`src/design/ahfc_pkg.sv`:
```
`timescale 1ns / 1ps
// ----------------------------------------------------------------------------
// Hit-face classifier package
// Shared types, field widths and face codes for the swept box hit-face
// classifier pipeline.
// ----------------------------------------------------------------------------
package ahfc_pkg;

   localparam int unsigned REQ_DATA_W = 160;
   localparam int unsigned RSP_DATA_W = 8;
   localparam int unsigned MARGIN_W   = 15;
   localparam int unsigned SPAN_W     = 18;  // coordinate differences of three terms
   localparam int unsigned HEAD_W     = 16;
   localparam int unsigned PROD_W     = SPAN_W + HEAD_W;

   typedef enum logic [1:0] {
      FACE_LEFT   = 2'd0,
      FACE_TOP    = 2'd1,
      FACE_RIGHT  = 2'd2,
      FACE_BOTTOM = 2'd3
   } face_type;

   // Request payload; the last member sits in the lowest bits.
   typedef struct packed {
      logic signed [15:0] heading_y;
      logic signed [15:0] heading_x;
      logic [14:0]        mover_height;
      logic [14:0]        mover_width;
      logic signed [15:0] mover_top;
      logic signed [15:0] mover_left;
      logic [14:0]        target_height;
      logic [14:0]        target_width;
      logic signed [15:0] target_top;
      logic signed [15:0] target_left;
   } req_type;

   // After the first stage: horizontal and vertical spans plus branch flags.
   typedef struct packed {
      logic signed [SPAN_W-1:0] span_x;
      logic signed [SPAN_W-1:0] span_y;
      logic signed [HEAD_W-1:0] heading_x;
      logic signed [HEAD_W-1:0] heading_y;
      logic                     hx_pos;
      logic                     hy_pos;
      logic                     vertical;
   } span_type;

   // After the second stage: both cross products plus branch flags.
   typedef struct packed {
      logic signed [PROD_W-1:0] cross_a;  // heading_y * span_x
      logic signed [PROD_W-1:0] cross_b;  // span_y * heading_x
      logic                     hx_pos;
      logic                     hy_pos;
      logic                     vertical;
   } cross_type;

endpackage

```
`src/design/ahfc_prep.sv`:
```
`timescale 1ns / 1ps
`default_nettype none
// ----------------------------------------------------------------------------
// Hit-face classifier, span stage
// Picks the leading corner from the heading quadrant, forms the two spans
// between mover corner and target edges, and flags near-vertical motion.
// ----------------------------------------------------------------------------
module ahfc_prep
   import ahfc_pkg::*;
(
   input  wire logic                clock,
   input  wire logic                reset,
   input  wire logic [MARGIN_W-1:0] margin,
   input  wire logic                in_valid,
   output      logic                in_ready,
   input  wire req_type             in_data,
   output      logic                out_valid,
   input  wire logic                out_ready,
   output      span_type            out_data
);

   logic     valid_ff;
   span_type data_ff;
   span_type data_in;

   logic signed [SPAN_W-1:0] tl, tt, tw, th, ml, mt, mw, mh;
   logic signed [HEAD_W:0]   hx_ext;
   logic [HEAD_W:0]          ahx;

   always_comb begin
      tl = SPAN_W'(in_data.target_left);
      tt = SPAN_W'(in_data.target_top);
      tw = $signed({3'b000, in_data.target_width});
      th = $signed({3'b000, in_data.target_height});
      ml = SPAN_W'(in_data.mover_left);
      mt = SPAN_W'(in_data.mover_top);
      mw = $signed({3'b000, in_data.mover_width});
      mh = $signed({3'b000, in_data.mover_height});
      hx_ext = {in_data.heading_x[HEAD_W-1], in_data.heading_x};
      ahx = hx_ext[HEAD_W] ? $unsigned(-hx_ext) : $unsigned(hx_ext);

      data_in.hx_pos = !in_data.heading_x[HEAD_W-1] && (in_data.heading_x != '0);
      data_in.hy_pos = !in_data.heading_y[HEAD_W-1] && (in_data.heading_y != '0);
      data_in.vertical  = ahx <= {2'b00, margin};
      data_in.heading_x = in_data.heading_x;
      data_in.heading_y = in_data.heading_y;
      // A rightward mover leads with its right edge toward the target's left edge.
      data_in.span_x = data_in.hx_pos ? (tl - ml - mw) : (tl + tw - ml);
      // A downward mover leads with its bottom edge toward the target's top.
      data_in.span_y = data_in.hy_pos ? (tt - mt - mh) : (tt + th - mt);
   end

   assign in_ready  = !valid_ff || out_ready;
   assign out_valid = valid_ff;
   assign out_data  = data_ff;

   always_ff @(posedge clock) begin
      if (reset) begin
         valid_ff <= 1'b0;
      end else if (in_ready) begin
         valid_ff <= in_valid;
      end
   end

   always_ff @(posedge clock) begin
      if (in_valid && in_ready) begin
         data_ff <= data_in;
      end
   end

endmodule
`default_nettype wire

```
`src/design/ahfc_mult.sv`:
```
`timescale 1ns / 1ps
`default_nettype none
// ----------------------------------------------------------------------------
// Hit-face classifier, cross product stage
// Forms both sides of the slope test by cross-multiplication.
// ----------------------------------------------------------------------------
module ahfc_mult
   import ahfc_pkg::*;
(
   input  wire logic      clock,
   input  wire logic      reset,
   input  wire logic      in_valid,
   output      logic      in_ready,
   input  wire span_type  in_data,
   output      logic      out_valid,
   input  wire logic      out_ready,
   output      cross_type out_data
);

   logic      valid_ff;
   cross_type data_ff;
   cross_type data_in;

   logic signed [SPAN_W-1:0] span_x, span_y;
   logic signed [HEAD_W-1:0] hx, hy;

   always_comb begin
      span_x = in_data.span_x;
      span_y = in_data.span_y;
      hx = in_data.heading_x;
      hy = in_data.heading_y;
      data_in.cross_a  = span_x * hy;
      data_in.cross_b  = span_y * hx;
      data_in.hx_pos   = in_data.hx_pos;
      data_in.hy_pos   = in_data.hy_pos;
      data_in.vertical = in_data.vertical;
   end

   assign in_ready  = !valid_ff || out_ready;
   assign out_valid = valid_ff;
   assign out_data  = data_ff;

   always_ff @(posedge clock) begin
      if (reset) begin
         valid_ff <= 1'b0;
      end else if (in_ready) begin
         valid_ff <= in_valid;
      end
   end

   always_ff @(posedge clock) begin
      if (in_valid && in_ready) begin
         data_ff <= data_in;
      end
   end

endmodule
`default_nettype wire

```
`src/design/ahfc_decide.sv`:
```
`timescale 1ns / 1ps
`default_nettype none
// ----------------------------------------------------------------------------
// Hit-face classifier, decision stage
// Compares the cross products per quadrant and holds the face in the
// response register.
// ----------------------------------------------------------------------------
module ahfc_decide
   import ahfc_pkg::*;
(
   input  wire logic      clock,
   input  wire logic      reset,
   input  wire logic      in_valid,
   output      logic      in_ready,
   input  wire cross_type in_data,
   output      logic      out_valid,
   input  wire logic      out_ready,
   output      face_type  out_face
);

   logic     valid_ff;
   face_type face_ff;
   face_type face_in;

   logic b_lt_a;
   logic a_lt_b;

   always_comb begin
      b_lt_a = in_data.cross_b < in_data.cross_a;
      a_lt_b = in_data.cross_a < in_data.cross_b;
      unique case ({in_data.hx_pos, in_data.hy_pos})
         2'b11: begin
            face_in = b_lt_a ? FACE_LEFT : FACE_TOP;
         end
         2'b10: begin
            face_in = !b_lt_a ? FACE_LEFT : FACE_BOTTOM;
         end
         2'b01: begin
            // Near-vertical downward motion that is not rightward always lands on the top face.
            face_in = (!in_data.vertical && a_lt_b) ? FACE_RIGHT : FACE_TOP;
         end
         default: begin
            face_in = (!in_data.vertical && !a_lt_b) ? FACE_RIGHT : FACE_BOTTOM;
         end
      endcase
   end

   assign in_ready  = !valid_ff || out_ready;
   assign out_valid = valid_ff;
   assign out_face  = face_ff;

   always_ff @(posedge clock) begin
      if (reset) begin
         valid_ff <= 1'b0;
      end else if (in_ready) begin
         valid_ff <= in_valid;
      end
   end

   always_ff @(posedge clock) begin
      if (in_valid && in_ready) begin
         face_ff <= face_in;
      end
   end

`ifndef ASSERT_OFF
   a_reset_empty: assert property (@(posedge clock) reset |=> !valid_ff)
      else $error("response valid after reset");

   a_right_never_rightward: assert property (@(posedge clock) disable iff (reset)
      (in_valid && in_ready && in_data.hx_pos) |=> (face_ff != FACE_RIGHT))
      else $error("rightward mover classified as right face");

   a_vertical_down_top: assert property (@(posedge clock) disable iff (reset)
      (in_valid && in_ready && !in_data.hx_pos && in_data.hy_pos && in_data.vertical)
      |=> (face_ff == FACE_TOP))
      else $error("near-vertical downward mover not classified as top face");
`endif

endmodule
`default_nettype wire

```
`src/design/aabb_hit_face_classifier_top.sv`:
```
// A request is registered in the span stage, then the cross product stage, then the
// decision stage, whose register holds the response while it is valid.
// Throughput: one request per cycle while rsp_tready is high; each stage holds one
// request and moves on when the next stage is empty or drains in the same cycle.
// The cross product stage (two 18x16 signed multipliers) sets the clock.
// Synchronous active-high reset empties the pipeline and sets the margin to 1.
`timescale 1ns / 1ps
`default_nettype none
// ----------------------------------------------------------------------------
// Swept box hit-face classifier
// Reports which face of a target box a moving box strikes: left, top, right
// or bottom, using a three-stage pipeline.
// ----------------------------------------------------------------------------
module aabb_hit_face_classifier_top
   import ahfc_pkg::*;
(
   input  wire logic                  clock,
   input  wire logic                  reset,
   input  wire logic                  csr_we,
   input  wire logic [MARGIN_W-1:0]   csr_wdata,
   input  wire logic                  req_tvalid,
   output      logic                  req_tready,
   // Bits from 0: target_left 16, target_top 16, target_width 15,
   // target_height 15, mover_left 16, mover_top 16, mover_width 15,
   // mover_height 15, heading_x 16, heading_y 16, zero pad 4.
   input  wire logic [REQ_DATA_W-1:0] req_tdata,
   output      logic                  rsp_tvalid,
   input  wire logic                  rsp_tready,
   // Bits from 0: struck_face 2, zero pad 6.
   output      logic [RSP_DATA_W-1:0] rsp_tdata
);

   logic [MARGIN_W-1:0] margin_ff;
   logic [MARGIN_W-1:0] margin_in;

   req_type   req;
   span_type  span;
   cross_type cross_data;
   logic      span_valid, span_ready;
   logic      cross_valid, cross_ready;
   face_type  face;

   assign req       = req_type'(req_tdata[$bits(req_type)-1:0]);
   assign margin_in = csr_we ? csr_wdata : margin_ff;

   always_ff @(posedge clock) begin
      if (reset) begin
         margin_ff <= MARGIN_W'(1);
      end else begin
         margin_ff <= margin_in;
      end
   end

   ahfc_prep u_prep (
      .clock     (clock),
      .reset     (reset),
      .margin    (margin_ff),
      .in_valid  (req_tvalid),
      .in_ready  (req_tready),
      .in_data   (req),
      .out_valid (span_valid),
      .out_ready (span_ready),
      .out_data  (span)
   );

   ahfc_mult u_mult (
      .clock     (clock),
      .reset     (reset),
      .in_valid  (span_valid),
      .in_ready  (span_ready),
      .in_data   (span),
      .out_valid (cross_valid),
      .out_ready (cross_ready),
      .out_data  (cross_data)
   );

   ahfc_decide u_decide (
      .clock     (clock),
      .reset     (reset),
      .in_valid  (cross_valid),
      .in_ready  (cross_ready),
      .in_data   (cross_data),
      .out_valid (rsp_tvalid),
      .out_ready (rsp_tready),
      .out_face  (face)
   );

   assign rsp_tdata = {{(RSP_DATA_W - $bits(face_type)){1'b0}}, face};

endmodule
`default_nettype wire
```
`config.mk`:
```
export PLATFORM = sky130hd
export DESIGN_NAME = aabb_hit_face_classifier_top
export DESIGN_NICKNAME = d
export VERILOG_FILES = /design/src/design/ahfc_pkg.sv /design/src/design/ahfc_prep.sv /design/src/design/ahfc_mult.sv /design/src/design/ahfc_decide.sv /design/src/design/aabb_hit_face_classifier_top.sv
export SDC_FILE = /design/constraint.sdc
export NUM_CORES = 2
export LEC_CHECK = 0
export ABC_AREA = 1
export BUFFER_PORTS_ARGS = -buffer_cell sky130_fd_sc_hd__buf_2
export CAP_MARGIN = 25
export CORE_UTILIZATION = 59
export CTS_BUF_LIST = sky130_fd_sc_hd__clkbuf_4 sky130_fd_sc_hd__clkbuf_8
export CTS_CLUSTER_DIAMETER = 150
export DETAILED_ROUTE_END_ITERATION = 6
export HOLD_SLACK_MARGIN = 0.1
export PLACE_DENSITY = 0.8
export SLEW_MARGIN = 20
export SYNTH_ARGS = -nofsm -noshare
export SYNTH_HDL_FRONTEND = slang
export SYNTH_SLANG_ARGS = --single-unit
export TNS_END_PERCENT = 1
```
`constraint.sdc`:
```
create_clock -name clock -period 5.9 [get_ports clock]
set_clock_uncertainty 0.1 [all_clocks]
set_input_delay 0.885 -clock clock [delete_from_list [all_inputs] [get_ports clock]]
set_output_delay 0.885 -clock clock [all_outputs]
set_load 0.01 [all_outputs]
```
==> summary.txt <==
Outcome
  • Status: completed

Timing
  • Worst slew pin tran: 0.780 ns
  • Final min period: 5.82 ns
  • RSZ-0062 raised after global routing: true
  • Fin. Hold Viols: 0
  • Setup ws final: 0.0778 ns
  • Final-report setup violation count: 0
  • Tcrit/Tclk final: 98.7%
  • Fmax: 172 MHz
  • Slew headroom: 47.9%
  • Max-slew violations: 0

Die
  • Total die area: 61200 sq um
  • IO Count: 190
  • Core Area: 59200 sq um
  • Cell Rows: 89
  • Die Wd: 247 um
  • Initial Util: 60.0%
  • Die height: 247 um

Job
  • Max_cap viols: 0

Setup path
  • Worst Path Max Fanout: 8
  • Crit-path cells: buf_4 > or2_2 > fa_1 > fa_1 > fa_1 > inv_1 > fa_1 > inv_1 > fa_1 > inv_1 > fa_1 > ha_4 > buf_4 > a21oi_2 > o21bai_1 > a21oi_1 > o21ai_1 > a21oi_2 > xnor2_1
  • Data arrival, critical path: 6.02 ns
  • Startpoint Class: register
  • Setup CP Type: register to register
  • Slowest CP cell: edfxtp_1
  • CP Capture Type: register
  • Largest stage delay, worst path: 0.58 ns
  • Critical Path RT: 6.09 ns
  • Top cell by count, worst path: fa_1

CTS
  • Skew-Pair Late Insertion Delay: 0.55 ns
  • Depth of the CTS H-tree: 4
  • TritonCTS buffer count: 17
  • Number of clock sinks: 162
  • Clock buffer depth: 2
  • CTS root buf: clkbuf_8
  • Clk pin slew, worst setup/hold paths: 0.11 ns
  • CTS tree: yes

Yosys
  • Cell Area, Synth: 35500 sq um
  • Part of the Yosys area used for sequential elements: 13.2%
  • Syn. warnings: 0
  • #FFs+latches synth: 162
  • Avg Inst Size Synth: 8.03 sq um
  • Syn Inst Count: 4426
  • Library cells used by synthesis: 58

Global routing
  • Vias in the first global route: 29200
  • GRT Residual Overflow: 0
  • First-pass GRT wire length: 136000 um
  • Largest net degree at the start of global routing: 50
  • GRT Overall Usage: 27.7%
  • Antenna violations before repair: 1

Layout
  • Filler Cell Count: 4603
  • P&R area growth vs syn: 13.4%
  • Sequential Area: 4680 sq um
  • Layout cells sized above 1: 13.6%
  • Nets: 5845
  • Multi-input logic area: 26000 sq um

Hold path
  • HP Class: register to register

Drt
  • WL met3: 5580 um
  • Met2 WL: 41700 um
  • Drt pass-1 iters: 6
  • Total wire length: 84000 um
  • Routed len/inst: 15.2 um
  • WL met1: 34000 um
  • Max Used Layer: met4
  • Antenna-violating nets left: 0
  • Residual DRC: 0
  • Via/cell ratio: 5.26
  • Vias: 29000
  • Iter 0 DRT Violations: 1969

Placed design
  • I/O Buffers: 179
  • DP Worst Slack: -0.168 ns
  • Post-DP HPWL: 69000 um
  • Final Wtd Congestion: 0.929
critical path: cells and delay by family (launching register included):
family | cells | cell delay [ns]
simple gates | 1 | 0.31
buf+inv | 5 | 0.53
flops | 1 | 0.58
xor+xnor | 1 | 0.10
fa+ha+maj | 7 | 3.27
compound gates | 5 | 0.69
final timing paths:
path | startpoint | end | slack (ns) | depth (start not counted)
setup / recovery | u_prep.out_data[69] | u_mult.out_data[70] | 0.08 | 19
hold / removal | u_prep.out_data[2] | u_mult.out_data[2] | 0.34 | 0
setup reg to reg | u_prep.out_data[69] | u_mult.out_data[70] | 0.08 | 19
hold reg to reg | u_prep.out_data[2] | u_mult.out_data[2] | 0.34 | 0
layer usage:
| metal | GRT usage (%) | vias to the layer above |
|---|---|---|
| li1 | - | 13700 |
| met1 | 36.8 | 14100 |
| met2 | 46.8 | 1046 |
| met3 | 3.60 | 196 |
| met4 | 9.74 | 0 |
| met5 | 0 | - |
sequential cells by signal (all words and copies together) (netlist names):
name and count:
u_decide.out_valid 1, u_prep.out_valid 1, margin_ff 15, u_mult.out_valid 1, u_decide.out_face 2, u_prep.out_data 71, u_mult.out_data 71
layout make-up:
type	count	area share, %
clock buffers	18	0.615
clock inverters	14	0.438
repair buffers	425	8.12
inverters	1312	12.2
flip-flops and latches	162	11.6
well taps	773	2.40
multi-input cells	2813	64.5
diodes	2	0.0124
per-stage QoR:
stage	util [%]	hold slack [ns]	cells	TNS [ns]	cell area [sq um]
after floorplan	-	0.300	4431	0	35500
after global placement	65.0	0.303	5424	0	38500
after detailed placement	65.0	0.306	5424	-0.576	38500
after CTS	65.8	0.337	5460	-0.0155	39000
after global routing	68.0	0.351	5517	-0.923	40300
final	68.0	0.337	5519	0	40300
synth_stat cells, drive strengths merged:
cell,n,area [sq um]
ha,320,4000
a21oi,202,1030
o2111ai,3,26.3
o21bai,12,90.1
xor2,91,805
o21a,7,52.6
nand2,961,3650
o21ai,119,611
o221ai,2,17.5
fa,614,12300
buf,14,87.6
inv,1310,4920
clkbuf,130,488
xnor2,55,482
nand3,112,601
nand3b,2,15.0
edfxtp,144,4320
a31o,1,8.76
nor2,156,593
nand4,25,163
conb,1,3.75
o221a,3,33.8
a211oi,1,7.51
a31oi,16,100
and3,2,13.8
a21boi,11,97.6
o211ai,5,42.5
nor4,7,80.1
a221oi,1,8.76
a21o,25,188
o22ai,2,12.5
nor4b,1,8.76
dfxtp,18,360
clkinv,2,7.51
nor3,34,190
or2,14,87.6
o31ai,3,22.5
cell families (layout without fill, tap and decap cells):
logic type                 after synthesis  in the layout  share of synthesized area [%]
buffers and inverters                 1456           1769                           15.5
xor gates and xnor gates               146            146                           3.62
DFF                                    162            162                           13.2
other                                    1              8                         0.0106
AOI/OAI and AO/OA                      413            413                           6.61
adders and majority gates              934            934                           45.9
and+or+nand+nor                       1314           1314                           15.2
repair_timing:
item | 4_1_cts | 5_1_grt
hold buffers | 0 | 0
gates cloned | 0 | 1
resized for setup | 10 | 153
hold endpoints to repair | 0 | 0
setup buffers | 4 | 56
pin swaps | 1 | 55
endpoints found under the setup margin | 13 | 36
cells in the final DEF (no fill, tap or decap), types with 90 or more instances in the layout:
master,instances
inv_1,1296
buf_2,180
nand2_1,924
xor2_1,90
nor2_1,141
buf_4,195
a21oi_1,182
fa_1,600
nand3_1,99
edfxtp_1,144
ha_1,291
Power is left out: the tool's default activity adds up to more than one toggle a clock period on the data nets, which glitch-free logic cannot reach.
